**config.mk**
```make
export PLATFORM = sky130hd
export DESIGN_NAME = uart_frame_parser_top
export DESIGN_NICKNAME = d
export VERILOG_FILES = /design/src/rtl/core/ufp_pkg.sv /design/src/rtl/core/ufp_fifo.sv /design/src/rtl/core/ufp_front.sv /design/src/rtl/core/ufp_back.sv /design/src/rtl/core/uart_frame_parser_top.sv
export VERILOG_INCLUDE_DIRS = /design/src /design/src/rtl/core
export SDC_FILE = /design/constraint.sdc
export NUM_CORES = 1
export LEC_CHECK = 0
export CAP_MARGIN = 25
export CORE_ASPECT_RATIO = 0.75
export CORE_UTILIZATION = 57
export DETAILED_ROUTE_END_ITERATION = 8
export DONT_BUFFER_PORTS = 1
export PLACE_DENSITY = 0.75
export SYNTH_ARGS = -nofsm -noshare
export SYNTH_HDL_FRONTEND = slang
export SYNTH_SLANG_ARGS = --single-unit
```
**constraint.sdc**
```tcl
create_clock -name clk -period 8.3 [get_ports clk]
set_clock_uncertainty 0.05 [all_clocks]
set_input_delay 1.66 -clock clk [delete_from_list [all_inputs] [get_ports clk]]
set_output_delay 1.66 -clock clk [all_outputs]
set_load 0.05 [all_outputs]
```
**src/rtl/core/uart_frame_parser_top_macros.svh**
```systemverilog
// Assertion helpers for the frame parser.
`ifndef UART_FRAME_PARSER_TOP_MACROS_SVH
`define UART_FRAME_PARSER_TOP_MACROS_SVH

// Same-cycle implication, disabled while in reset.
`define UFP_ASSERT_NOW(label, clk, rst_n, ante, cons, msg) \
    label: assert property (@(posedge clk) disable iff (!rst_n) (ante) |-> (cons)) \
        else $error(msg);

// Next-cycle implication, disabled while in reset.
`define UFP_ASSERT_NEXT(label, clk, rst_n, ante, cons, msg) \
    label: assert property (@(posedge clk) disable iff (!rst_n) (ante) |=> (cons)) \
        else $error(msg);

`endif

```
**src/rtl/core/ufp_pkg.sv**
```systemverilog
package ufp_pkg;

    localparam logic [7:0] HDR1 = 8'hAA;
    localparam logic [7:0] HDR2 = 8'h55;

    localparam logic [2:0] ID_BYTES_STD = 3'd2;
    localparam logic [2:0] ID_BYTES_EXT = 3'd4;
    localparam logic [2:0] ID_BYTES_ONE = 3'd1;

    typedef enum logic [1:0] {
        REG_MAX_CONTROL = 2'd0,
        REG_STD_CAN     = 2'd1,
        REG_EXT_CAN     = 2'd2
    } reg_index_t;

    typedef enum logic [2:0] {
        PH_HUNT1,
        PH_HUNT2,
        PH_LEN,
        PH_CTRL,
        PH_CMD,
        PH_BODY,
        PH_SUM
    } phase_t;

    typedef enum logic [1:0] {
        TOK_CTRL,
        TOK_CMD,
        TOK_BODY,
        TOK_SUM
    } tok_kind_t;

    // One classified byte handed from the front to the back.
    typedef struct packed {
        tok_kind_t  kind;
        logic [7:0] data;
        logic [2:0] index;
        logic [2:0] id_bytes;
        logic [3:0] length;
    } tok_t;

    typedef struct packed {
        logic        status;
        logic [7:0]  control_code;
        logic [31:0] command_code;
        logic [2:0]  command_bytes;
        logic [3:0]  body_length;
        logic [63:0] body_bytes;
        logic [7:0]  got_checksum;
        logic [7:0]  calc_checksum;
    } result_t;

endpackage

```
**src/rtl/core/ufp_fifo.sv**
```systemverilog
// Small register FIFO; DEPTH must be a power of two, at least 2.
module ufp_fifo #(
    parameter int WIDTH = 8,
    parameter int DEPTH = 2
) (
    input  logic             clk,
    input  logic             rst_n,
    input  logic             push,
    input  logic [WIDTH-1:0] wdata,
    input  logic             pop,
    output logic [WIDTH-1:0] rdata,
    output logic             full,
    output logic             empty
);

    localparam int PTR_W = $clog2(DEPTH);
    localparam int CNT_W = $clog2(DEPTH + 1);

    logic [WIDTH-1:0] mem_reg [DEPTH];
    logic [PTR_W-1:0] wr_ptr_reg;
    logic [PTR_W-1:0] rd_ptr_reg;
    logic [CNT_W-1:0] count_reg;
    logic             do_push;
    logic             do_pop;

    assign full    = (count_reg == CNT_W'(DEPTH));
    assign empty   = (count_reg == '0);
    assign do_push = push && !full;
    assign do_pop  = pop && !empty;
    assign rdata   = mem_reg[rd_ptr_reg];

    always_ff @(posedge clk or negedge rst_n)
    begin
        if (!rst_n)
        begin
            wr_ptr_reg <= '0;
            rd_ptr_reg <= '0;
            count_reg  <= '0;
        end
        else
        begin
            if (do_push)
                wr_ptr_reg <= wr_ptr_reg + 1'b1;
            if (do_pop)
                rd_ptr_reg <= rd_ptr_reg + 1'b1;
            if (do_push && !do_pop)
                count_reg <= count_reg + 1'b1;
            else if (do_pop && !do_push)
                count_reg <= count_reg - 1'b1;
        end
    end

    always_ff @(posedge clk)
    begin
        if (do_push)
            mem_reg[wr_ptr_reg] <= wdata;
    end

endmodule

```
**src/rtl/core/ufp_front.sv**
```systemverilog
// Header hunt, length and control id checks; emits one token per control, command, body and checksum byte.
module ufp_front #(
    parameter int MAX_BODY = 8
) (
    input  logic          clk,
    input  logic          rst_n,
    input  logic          push,
    input  logic [7:0]    rx_byte,
    input  logic          cfg_we,
    input  logic [1:0]    cfg_index,
    input  logic [7:0]    cfg_data,
    input  logic          tok_full,
    output logic          full,
    output logic          tok_push,
    output ufp_pkg::tok_t tok
);

    localparam logic [7:0] MAX_LEN = 8'(MAX_BODY);

    ufp_pkg::phase_t phase_reg, phase_next;
    logic [3:0] cnt_reg, cnt_next;
    logic [2:0] need_reg, need_next;
    logic [3:0] len_reg, len_next;
    logic [7:0] max_ctrl_reg;
    logic [7:0] std_code_reg;
    logic [7:0] ext_code_reg;
    logic       accept;
    logic [3:0] cnt_inc;

    assign full    = tok_full;
    assign accept  = push && !tok_full;
    assign cnt_inc = cnt_reg + 4'd1;

    always_ff @(posedge clk or negedge rst_n)
    begin
        if (!rst_n)
        begin
            max_ctrl_reg <= 8'd15;
            std_code_reg <= 8'd0;
            ext_code_reg <= 8'd1;
        end
        else if (cfg_we)
        begin
            unique case (cfg_index)
                ufp_pkg::REG_MAX_CONTROL: max_ctrl_reg <= cfg_data;
                ufp_pkg::REG_STD_CAN:     std_code_reg <= cfg_data;
                ufp_pkg::REG_EXT_CAN:     ext_code_reg <= cfg_data;
                default: ;
            endcase
        end
    end

    always_ff @(posedge clk or negedge rst_n)
    begin
        if (!rst_n)
        begin
            phase_reg <= ufp_pkg::PH_HUNT1;
            cnt_reg   <= '0;
            need_reg  <= '0;
            len_reg   <= '0;
        end
        else if (accept)
        begin
            phase_reg <= phase_next;
            cnt_reg   <= cnt_next;
            need_reg  <= need_next;
            len_reg   <= len_next;
        end
    end

    always_comb
    begin
        phase_next   = phase_reg;
        cnt_next     = cnt_reg;
        need_next    = need_reg;
        len_next     = len_reg;
        tok_push     = 1'b0;
        tok.kind     = ufp_pkg::TOK_CTRL;
        tok.data     = rx_byte;
        tok.index    = cnt_reg[2:0];
        tok.id_bytes = need_reg;
        tok.length   = len_reg;

        unique case (phase_reg)
            ufp_pkg::PH_HUNT1:
            begin
                if (rx_byte == ufp_pkg::HDR1)
                    phase_next = ufp_pkg::PH_HUNT2;
            end
            ufp_pkg::PH_HUNT2:
            begin
                if (rx_byte == ufp_pkg::HDR2)
                    phase_next = ufp_pkg::PH_LEN;
                else
                    phase_next = ufp_pkg::PH_HUNT1;
            end
            ufp_pkg::PH_LEN:
            begin
                if (rx_byte >= 8'd1 && rx_byte <= MAX_LEN)
                begin
                    len_next   = rx_byte[3:0];
                    phase_next = ufp_pkg::PH_CTRL;
                end
                else
                    phase_next = ufp_pkg::PH_HUNT1;
            end
            ufp_pkg::PH_CTRL:
            begin
                if (rx_byte <= max_ctrl_reg)
                begin
                    // standard code wins when both codes are equal
                    if (rx_byte == std_code_reg)
                        need_next = ufp_pkg::ID_BYTES_STD;
                    else if (rx_byte == ext_code_reg)
                        need_next = ufp_pkg::ID_BYTES_EXT;
                    else
                        need_next = ufp_pkg::ID_BYTES_ONE;
                    cnt_next   = '0;
                    tok_push   = accept;
                    tok.kind   = ufp_pkg::TOK_CTRL;
                    phase_next = ufp_pkg::PH_CMD;
                end
                else
                    phase_next = ufp_pkg::PH_HUNT1;
            end
            ufp_pkg::PH_CMD:
            begin
                tok_push = accept;
                tok.kind = ufp_pkg::TOK_CMD;
                cnt_next = cnt_inc;
                if (cnt_inc >= {1'b0, need_reg})
                begin
                    cnt_next   = '0;
                    phase_next = ufp_pkg::PH_BODY;
                end
            end
            ufp_pkg::PH_BODY:
            begin
                tok_push = accept;
                tok.kind = ufp_pkg::TOK_BODY;
                cnt_next = cnt_inc;
                if (cnt_inc >= len_reg)
                begin
                    cnt_next   = '0;
                    phase_next = ufp_pkg::PH_SUM;
                end
            end
            ufp_pkg::PH_SUM:
            begin
                tok_push   = accept;
                tok.kind   = ufp_pkg::TOK_SUM;
                phase_next = ufp_pkg::PH_HUNT1;
            end
            default:
                phase_next = ufp_pkg::PH_HUNT1;
        endcase

        if (phase_next == ufp_pkg::PH_HUNT1)
        begin
            cnt_next  = '0;
            need_next = '0;
            len_next  = '0;
        end
    end

endmodule

```
**src/rtl/core/ufp_back.sv**
```systemverilog
// Collects control, command and body bytes, keeps the running sum,
// and builds the result on the checksum token.
module ufp_back (
    input  logic             clk,
    input  logic             rst_n,
    input  logic             tok_empty,
    input  ufp_pkg::tok_t    tok,
    output logic             tok_pop,
    input  logic             res_full,
    output logic             res_push,
    output ufp_pkg::result_t res
);

    logic [7:0]  control_reg, control_next;
    logic [31:0] command_reg, command_next;
    logic [63:0] body_reg, body_next;
    logic [7:0]  sum_reg, sum_next;
    logic [5:0]  body_base;

    assign body_base = {tok.index, 3'b000};

    // a checksum token waits until the result queue has room
    assign tok_pop  = !tok_empty && (tok.kind != ufp_pkg::TOK_SUM || !res_full);
    assign res_push = tok_pop && (tok.kind == ufp_pkg::TOK_SUM);

    assign res.status        = (tok.data != sum_reg);
    assign res.control_code  = control_reg;
    assign res.command_code  = command_reg;
    assign res.command_bytes = tok.id_bytes;
    assign res.body_length   = tok.length;
    assign res.body_bytes    = body_reg;
    assign res.got_checksum  = tok.data;
    assign res.calc_checksum = sum_reg;

    always_ff @(posedge clk or negedge rst_n)
    begin
        if (!rst_n)
        begin
            control_reg <= '0;
            command_reg <= '0;
            body_reg    <= '0;
            sum_reg     <= '0;
        end
        else if (tok_pop)
        begin
            control_reg <= control_next;
            command_reg <= command_next;
            body_reg    <= body_next;
            sum_reg     <= sum_next;
        end
    end

    always_comb
    begin
        control_next = control_reg;
        command_next = command_reg;
        body_next    = body_reg;
        sum_next     = sum_reg;
        unique case (tok.kind)
            ufp_pkg::TOK_CTRL:
            begin
                control_next = tok.data;
                sum_next     = tok.data;
                command_next = '0;
                body_next    = '0;
            end
            ufp_pkg::TOK_CMD:
            begin
                command_next = {command_reg[23:0], tok.data};
                sum_next     = sum_reg + tok.data;
            end
            ufp_pkg::TOK_BODY:
            begin
                body_next[body_base +: 8] = tok.data;
                sum_next                  = sum_reg + tok.data;
            end
            ufp_pkg::TOK_SUM: ;
            default: ;
        endcase
    end

endmodule

```
**src/rtl/core/uart_frame_parser_top.sv**
```systemverilog
// A MID_DEPTH token queue separates front and back; the result queue follows.
// Throughput: one byte per cycle while the token queue has room, set by
// the front state update and the 8-bit running-sum add in the back.
// Reset: async active low; hunts for the first header byte, registers take
// their default values, both queues empty. No clearing pass.
`include "uart_frame_parser_top_macros.svh"

module uart_frame_parser_top #(
    parameter int MAX_BODY  = 8,
    parameter int MID_DEPTH = 2,
    parameter int OUT_DEPTH = 2
) (
    input  logic        clk,
    input  logic        rst_n,
    input  logic        push,
    output logic        full,
    input  logic [7:0]  rx_byte,
    input  logic        cfg_we,
    input  logic [1:0]  cfg_index,
    input  logic [7:0]  cfg_data,
    output logic        empty,
    input  logic        pop,
    output logic        status,
    output logic [7:0]  control_code,
    output logic [31:0] command_code,
    output logic [2:0]  command_bytes,
    output logic [3:0]  body_length,
    output logic [63:0] body_bytes,
    output logic [7:0]  got_checksum,
    output logic [7:0]  calc_checksum
);

    localparam int TOK_W = $bits(ufp_pkg::tok_t);
    localparam int RES_W = $bits(ufp_pkg::result_t);

    ufp_pkg::tok_t    front_tok;
    ufp_pkg::tok_t    back_tok;
    ufp_pkg::result_t back_res;
    ufp_pkg::result_t out_res;
    logic             tok_push;
    logic             tok_pop;
    logic             tok_full;
    logic             tok_empty;
    logic             res_push;
    logic             res_full;
    logic [TOK_W-1:0] tok_rdata;
    logic [RES_W-1:0] res_rdata;

    ufp_front #(
        .MAX_BODY (MAX_BODY)
    ) u_front (
        .clk       (clk),
        .rst_n     (rst_n),
        .push      (push),
        .rx_byte   (rx_byte),
        .cfg_we    (cfg_we),
        .cfg_index (cfg_index),
        .cfg_data  (cfg_data),
        .tok_full  (tok_full),
        .full      (full),
        .tok_push  (tok_push),
        .tok       (front_tok)
    );

    ufp_fifo #(
        .WIDTH (TOK_W),
        .DEPTH (MID_DEPTH)
    ) u_tok_fifo (
        .clk   (clk),
        .rst_n (rst_n),
        .push  (tok_push),
        .wdata (front_tok),
        .pop   (tok_pop),
        .rdata (tok_rdata),
        .full  (tok_full),
        .empty (tok_empty)
    );

    assign back_tok = ufp_pkg::tok_t'(tok_rdata);

    ufp_back u_back (
        .clk       (clk),
        .rst_n     (rst_n),
        .tok_empty (tok_empty),
        .tok       (back_tok),
        .tok_pop   (tok_pop),
        .res_full  (res_full),
        .res_push  (res_push),
        .res       (back_res)
    );

    ufp_fifo #(
        .WIDTH (RES_W),
        .DEPTH (OUT_DEPTH)
    ) u_res_fifo (
        .clk   (clk),
        .rst_n (rst_n),
        .push  (res_push),
        .wdata (back_res),
        .pop   (pop),
        .rdata (res_rdata),
        .full  (res_full),
        .empty (empty)
    );

    assign out_res       = ufp_pkg::result_t'(res_rdata);
    assign status        = out_res.status;
    assign control_code  = out_res.control_code;
    assign command_code  = out_res.command_code;
    assign command_bytes = out_res.command_bytes;
    assign body_length   = out_res.body_length;
    assign body_bytes    = out_res.body_bytes;
    assign got_checksum  = out_res.got_checksum;
    assign calc_checksum = out_res.calc_checksum;

    `UFP_ASSERT_NOW(a_status_match, clk, rst_n, !empty, status == (got_checksum != calc_checksum), "status disagrees with checksums")
    `UFP_ASSERT_NOW(a_cmd_bytes, clk, rst_n, !empty, command_bytes == 3'd1 || command_bytes == 3'd2 || command_bytes == 3'd4, "bad command byte count")
    `UFP_ASSERT_NOW(a_body_len, clk, rst_n, !empty, body_length >= 4'd1 && body_length <= 4'(MAX_BODY), "body length out of range")
    `UFP_ASSERT_NEXT(a_tok_hold, clk, rst_n, !tok_empty && !tok_pop, !tok_empty && $stable(tok_rdata), "stalled token changed")

endmodule

```
* After elaboration in Yosys (flattened, before gate mapping) *
Memory sizes are Yosys's and may differ from the RTL's.
Cells that the tools add are included.

storage, ports and cells
  bits in registers = 158
  memory bits (writable) = 296
  bits of input ports = 23
  memories = 2

cells by class
  add/subtract/negate cells = 11
  magnitude comparators = 5
  equal/unequal tests = 20
  shifts and indexed selects = 2
  multiplexer cells = 35
  reductions and logical operators = 49

memories
  memory              depth  bits a word  read ports  clocked after memory_dff  wr ports  line            source
  u_res_fifo.mem_reg  2      128          1           0                         1         ufp_fifo.sv:19  logic [WIDTH-1:0] mem_reg [DEPTH];
  u_tok_fifo.mem_reg  2      20           1           0                         1         ufp_fifo.sv:19

operator list
  kind                                                                    number
  64-bit one-hot mux with 2 select lines                                  1
  64-bit bitwise mux                                                      1
  32-bit one-hot mux with 2 select lines                                  1
  8-bit by 8-bit variable shift with 64-bit output, first input constant  1
  8-bit by 8-bit indexed part select with 64-bit output                   1
  4-bit two-way mux                                                       7
  3-bit two-way mux                                                       9
  3-bit one-hot mux with 6 select lines                                   1
  2-bit nonzero test                                                      9
  8-bit == test                                                           2
  8-bit one-hot mux with 2 select lines                                   1
  2-bit AND reduction                                                     7
  1-bit logical AND                                                       12
  2-bit two-way mux                                                       6
  4-bit one-hot mux with 3 select lines                                   1
  2-bit == test, second input constant                                    5
  3-bit == test, second input constant                                    3
  3-bit AND reduction                                                     3
  8-bit adder                                                             1
  8-bit by 7-bit == test with 1-bit output, second input constant         1
  8-bit == test, second input constant                                    1
  8-bit by 1-bit >= comparator with 1-bit output, second input constant   1
  8-bit by 4-bit <= comparator with 1-bit output, second input constant   1
  8-bit <= comparator                                                     1
  other kinds (23)                                                        45

* Longest topological paths before layout *
  depth in word-level cells = 10
  gate-level depth with buffers = 14

* By module *
A second synthesis with hierarchy kept.

unflattened totals
  cells, all modules = 1204
  area total of the unflattened synthesis = 18765.5 um^2

modules (own cells, without submodules)
  module                  instances  cells each  area an instance (um^2)  sequential area each (um^2)
  ufp_fifo at u_res_fifo  1          417         9476.6                   7787.5
  ufp_back                1          459         5162.5                   2802.7
  ufp_front               1          247         2488.6                   957.2
  ufp_fifo at u_tok_fifo  1          81          1637.8                   1301.2

* Worst setup path after synthesis *
OpenSTA, ideal clock, no wires.

  kind = register to register
  start point = register u_tok_fifo.rd_ptr_reg
  end point = memory u_res_fifo.mem_reg[0][0] (netlist bit), enable pin
  setup time = 632 ps
  arrival = 7097 ps
  path slack = 521 ps
  cell stages (with the launch flop) = 7
  period minus slack after synthesis = 7779 ps
  cells stage by stage = dfrtp_1 -> buf_4 -> mux2i_1 -> inv_1 -> ha_1 -> nor3b_1 -> nor2b_1

between the ends
  word-level cells in the longest chain between the ends = 8
  elaborated cells between the ends (all ways) = 9
  classes of those cells = eq/ne (2); mux (2); reduce/logical (4); memory (1)

ends and longest elaborated chain
  what                                       line            source
  start, declared                            ufp_fifo.sv:21  logic [PTR_W-1:0] rd_ptr_reg;
  start signal, assigned                     ufp_fifo.sv:45  rd_ptr_reg <= rd_ptr_reg + 1'b1;
  memory 2 x 20 bit *                        --
  2-bit inequality test                      ufp_back.sv:23  assign tok_pop = !tok_empty && (tok.kind != ufp_pkg::TOK_SUM || !res_full);
  1-bit logical OR                           ufp_back.sv:23
  1-bit logical AND                          ufp_back.sv:23
  1-bit logical AND *                        ufp_back.sv:24  assign res_push = tok_pop && (tok.kind == ufp_pkg::TOK_SUM);
  1-bit logical AND *                        ufp_fifo.sv:28  assign do_push = push && !full;
  via u_res_fifo.do_push                     ufp_fifo.sv:23  logic do_push;
  1-bit two-way mux *                        ufp_fifo.sv:55  if (do_push)
  1-bit two-way mux (implied by the code) *  ufp_fifo.sv:56  mem_reg[wr_ptr_reg] <= wdata;
  end, declared                              ufp_fifo.sv:19

Mark *: on every way through the listed nets, which the timed path passes. The rest lies on a longest branch.

* Final worst setup path *
  start point = register u_res_fifo.rd_ptr_reg
  end point = output body_bytes[2]

between the ends
  word-level cells in the longest chain between the ends = 1

ends and longest elaborated chain
  what                    line                         source
  start, declared         ufp_fifo.sv:21
  start signal, assigned  ufp_fifo.sv:45
  memory 2 x 128 bit      --
  end, declared           uart_frame_parser_top.sv:28  output logic [63:0] body_bytes,

No other way between the ends.

==> metrics.csv <==
stage,metric,value,unit
pwr,p_per_area,372,nW/um2
global_routing,grt_max_degree,159,
floorplan,num_io_pins,153,
yosys,synthFlopType,edfxtp_1,
timing,post-route-period-util,53.7,%
timing,worst_pin_slew,1.02,ns
yosys,synth-async-reset-ratio,34.8,%
clocking,cts_made_buffers,43,
worst_setup_path,criticalPathCategory,reg -> out,
clocking,postCtsHoldBufs,0,
cells_and_area,fillers,2317,
yosys,syn_area,18600,um2
cells_and_area,drive_above_1_share,20.2,%
route,routed_wl,37.4,mm
placement,gp_congestion,0.843,
worst_setup_path,crit_path_end_kind,output pin,
min_path,hold_class,reg -> reg,
timing,hold_violations,0,
floorplan,initial_core_util,58.6,%
cells_and_area,nNetsFinal,1338,
yosys,yosysWarnings,0,
timing,slew_viol_final,0,
floorplan,die_x,210,um
yosys,synth.distinct_cells,59,
yosys,synth_cells,1280,
yosys,ys_seq_area_share,69.2,%
yosys,ys_ff_latch,454,
worst_setup_path,critPathMaxFanout,66,
worst_setup_path,arrival,2.75,ns
status,status,"finished, final reports clean",
yosys,synth_edf_count,296,
worst_setup_path,cp_cell_sequence,buf_4 > buf_16 > mux2_2,
timing,fmax,0.224,GHz
placement,portBuffers,0,
clocking,clkTransAtPathRegs,0.06,ns
cells_and_area,final_util,64.9,%
global_routing,grt.total_usage,22.5,%
route,first_pass_iters,4,
route,routed_via_density,5.80,
yosys,synth.top_cell.area_share,47.9,%
clocking,cts_tree,built,
timing,setup_viol,0,
route,drc,0,
placement,placed_cells,1670,
clocking,root_buffer,clkbuf_16,
floorplan,die_h,158,um
job,maxCapViolations,0,
worst_setup_path,crit_path_start_kind,flop,
cells_and_area,finalNonFillerCells,1755,
yosys,syn_avg_cell_area,14.5,um2
global_routing,grt_pass1_vias,9956,
timing,max_slew_margin,31.6,%
clocking,cts_max_level,2,
clocking,post_cts.repair.setup_buffers,0,
cells_and_area,largest_reg_flops,256,
route,vias,10200,
timing,rsz0062_at_grt,no,
route,detail_route.iter0.violations,834,
worst_setup_path,critPathRequiredTime,6.59,ns
cells_and_area,areaGrowthSynthToFinish,10.8,%
route,ant_nets,0,
pwr,vdd_ir_drop_max,0.249,mV
placement,post-dp-hpwl,23.1,mm
global_routing,antenna_found_initial,1,
timing,finalSetupTns,0,ns
route,wl_per_cell,21.3,um
clocking,cts_sinks,454,
yosys,synthTopCellsByArea,"edfxtp_1 48%, dfrtp_1 21%, mux2_2 9.2%",
clocking,cts.path.max_buffers,3,
yosys,yosys.area.top_type,edfxtp_1,
worst_setup_path,crit_slowest_cell,dfrtp_4,
worst_setup_path,slowest_delay,0.81,ns
floorplan,core_area,31700,um2
clocking,clkLatencyLatePin,0.54,ns
timing,finalCriticalPeriod,4.46,ns
yosys,synth_nets,1334,
clocking,postCtsResizedCells,0,
floorplan,die_area,33300,um2
floorplan,rows,56,
pwr,cellLeakagePower,7.86,nW
global_routing,grt_overflow_total,0,
global_routing,grt_pass1_wl,57.4,mm
[final cells by class]
| type | count | area (um2) | share of cell area (%) |
|---|---|---|---|
| multi-input cells | 733 | 5390 | 26.2 |
| repair buffers | 22 | 245 | 1.19 |
| clock buffers | 65 | 1250 | 6.08 |
| inverters | 30 | 113 | 0.548 |
| clock inverters | 15 | 171 | 0.833 |
| well taps | 435 | 544 | 2.65 |
| diodes | 1 | 2.50 | 0.0122 |
| flip-flops and latches | 454 | 12900 | 62.5 |
[cells in the mapped netlist (2+ instances only)]
cell      count
o31ai_1       2
nor3_1        5
edfxtp_1    296
dfrtp_1     153
o211ai_1      2
ha_1         30
o31a_1        2
a22o_1       67
o21a_1        2
nor2_1       22
or3_1         2
dfstp_2       5
mux2i_1      15
buf_2         2
nand2b_1      4
and2_1        5
nor4_4        3
clkbuf_1     58
nand2_1     169
a32o_1        2
or2_1         6
nor2b_1      10
xor2_1       12
o21ai_2       2
a21oi_1      12
nor4_1        2
nor3b_1       5
buf_4         2
a31oi_1       2
nand4_1      12
nand3b_1      4
xnor2_1      23
o21ai_1      48
a21boi_1      2
o21ai_0      80
nand3_1       7
inv_1        30
mux2_2      152
a21o_1        3
[worst paths after layout]
check                      slack [ns]  depth (start not counted)                                   end                                from
max                              3.84                          3                         body_bytes[2]   u_res_fifo.rd_ptr_reg$_DFFE_PN0P_
min                              0.42                          0  u_res_fifo.mem_reg[1][113]$_DFFE_PP_  u_back.command_reg[26]$_DFFE_PN0P_
max reg2reg                      4.24                          7   u_res_fifo.mem_reg[0][16]$_DFFE_PP_   u_tok_fifo.rd_ptr_reg$_DFFE_PN0P_
min reg2reg                      0.42                          0  u_res_fifo.mem_reg[1][113]$_DFFE_PP_  u_back.command_reg[26]$_DFFE_PN0P_
max in group asynchronous        7.13                          0   u_front.max_ctrl_reg[3]$_DFFE_PN1P_                               rst_n
min in group asynchronous        0.77                          0       u_back.body_reg[20]$_DFFE_PN0P_                               rst_n
[power by group]
| group | switching (mW) | internal [mW] |
|---|---|---|
| combinational | 1.85 | 0.680 |
| clock | 0.823 | 1.14 |
| sequential | 0.259 | 2.89 |
| total | 2.94 | 4.72 |
[metrics by stage]
| step | hold WS [ns] | area (um2) | power (mW) | setup WS [ns] |
|---|---|---|---|---|
| final | 0.419 | 20600 | 7.65 | 3.84 |
| after global routing | 0.444 | 20600 | 7.98 | 3.71 |
| after CTS | 0.422 | 20500 | 7.67 | 3.66 |
| after detailed placement | 0.408 | 19100 | 5.70 | 3.71 |
| after global placement | 0.400 | 19000 | 5.63 | 3.84 |
| after floorplan | 0.392 | 18600 | 5.25 | 0.521 |
[worst max-delay path: cells and delay by family (launching register included)]
kind / cells / cell delay [ns]
DFF: 1 / 0.81
muxes: 1 / 0.52
buffers and inverters: 2 / 0.78
[kinds of logic after synthesis]
kind of cell	synth area share, %
AO/OA/AOI/OAI	8.21
multiplexers	10.1
adder cells (fa/ha/maj)	2.19
flip-flops	69.2
buffers and inverters	1.93
AND/OR/NAND/NOR	6.74
XOR/XNOR	1.65
[cell usage in the layout (no fill, tap or decap), types with 17 or more instances in the layout]
cell type and n:
dfrtp_1 152, edfxtp_1 296, inv_1 30, o21ai_1 48
o21ai_0 80, a22o_1 67, buf_4 17, ha_1 29
nor2_1 22, nand2_1 167, xnor2_1 23, mux2_2 152
clkbuf_16 44
[per-layer routing]
layer	track usage [%]	up-vias	share of wire, %
met1	32.9	5137	46
li1	-	4724	-
met3	4.99	56	5.9
met5	0	-	0
met4	6.11	0	1.9
met2	34.6	267	47
Note: power is estimated with default switching activity, not from simulation.
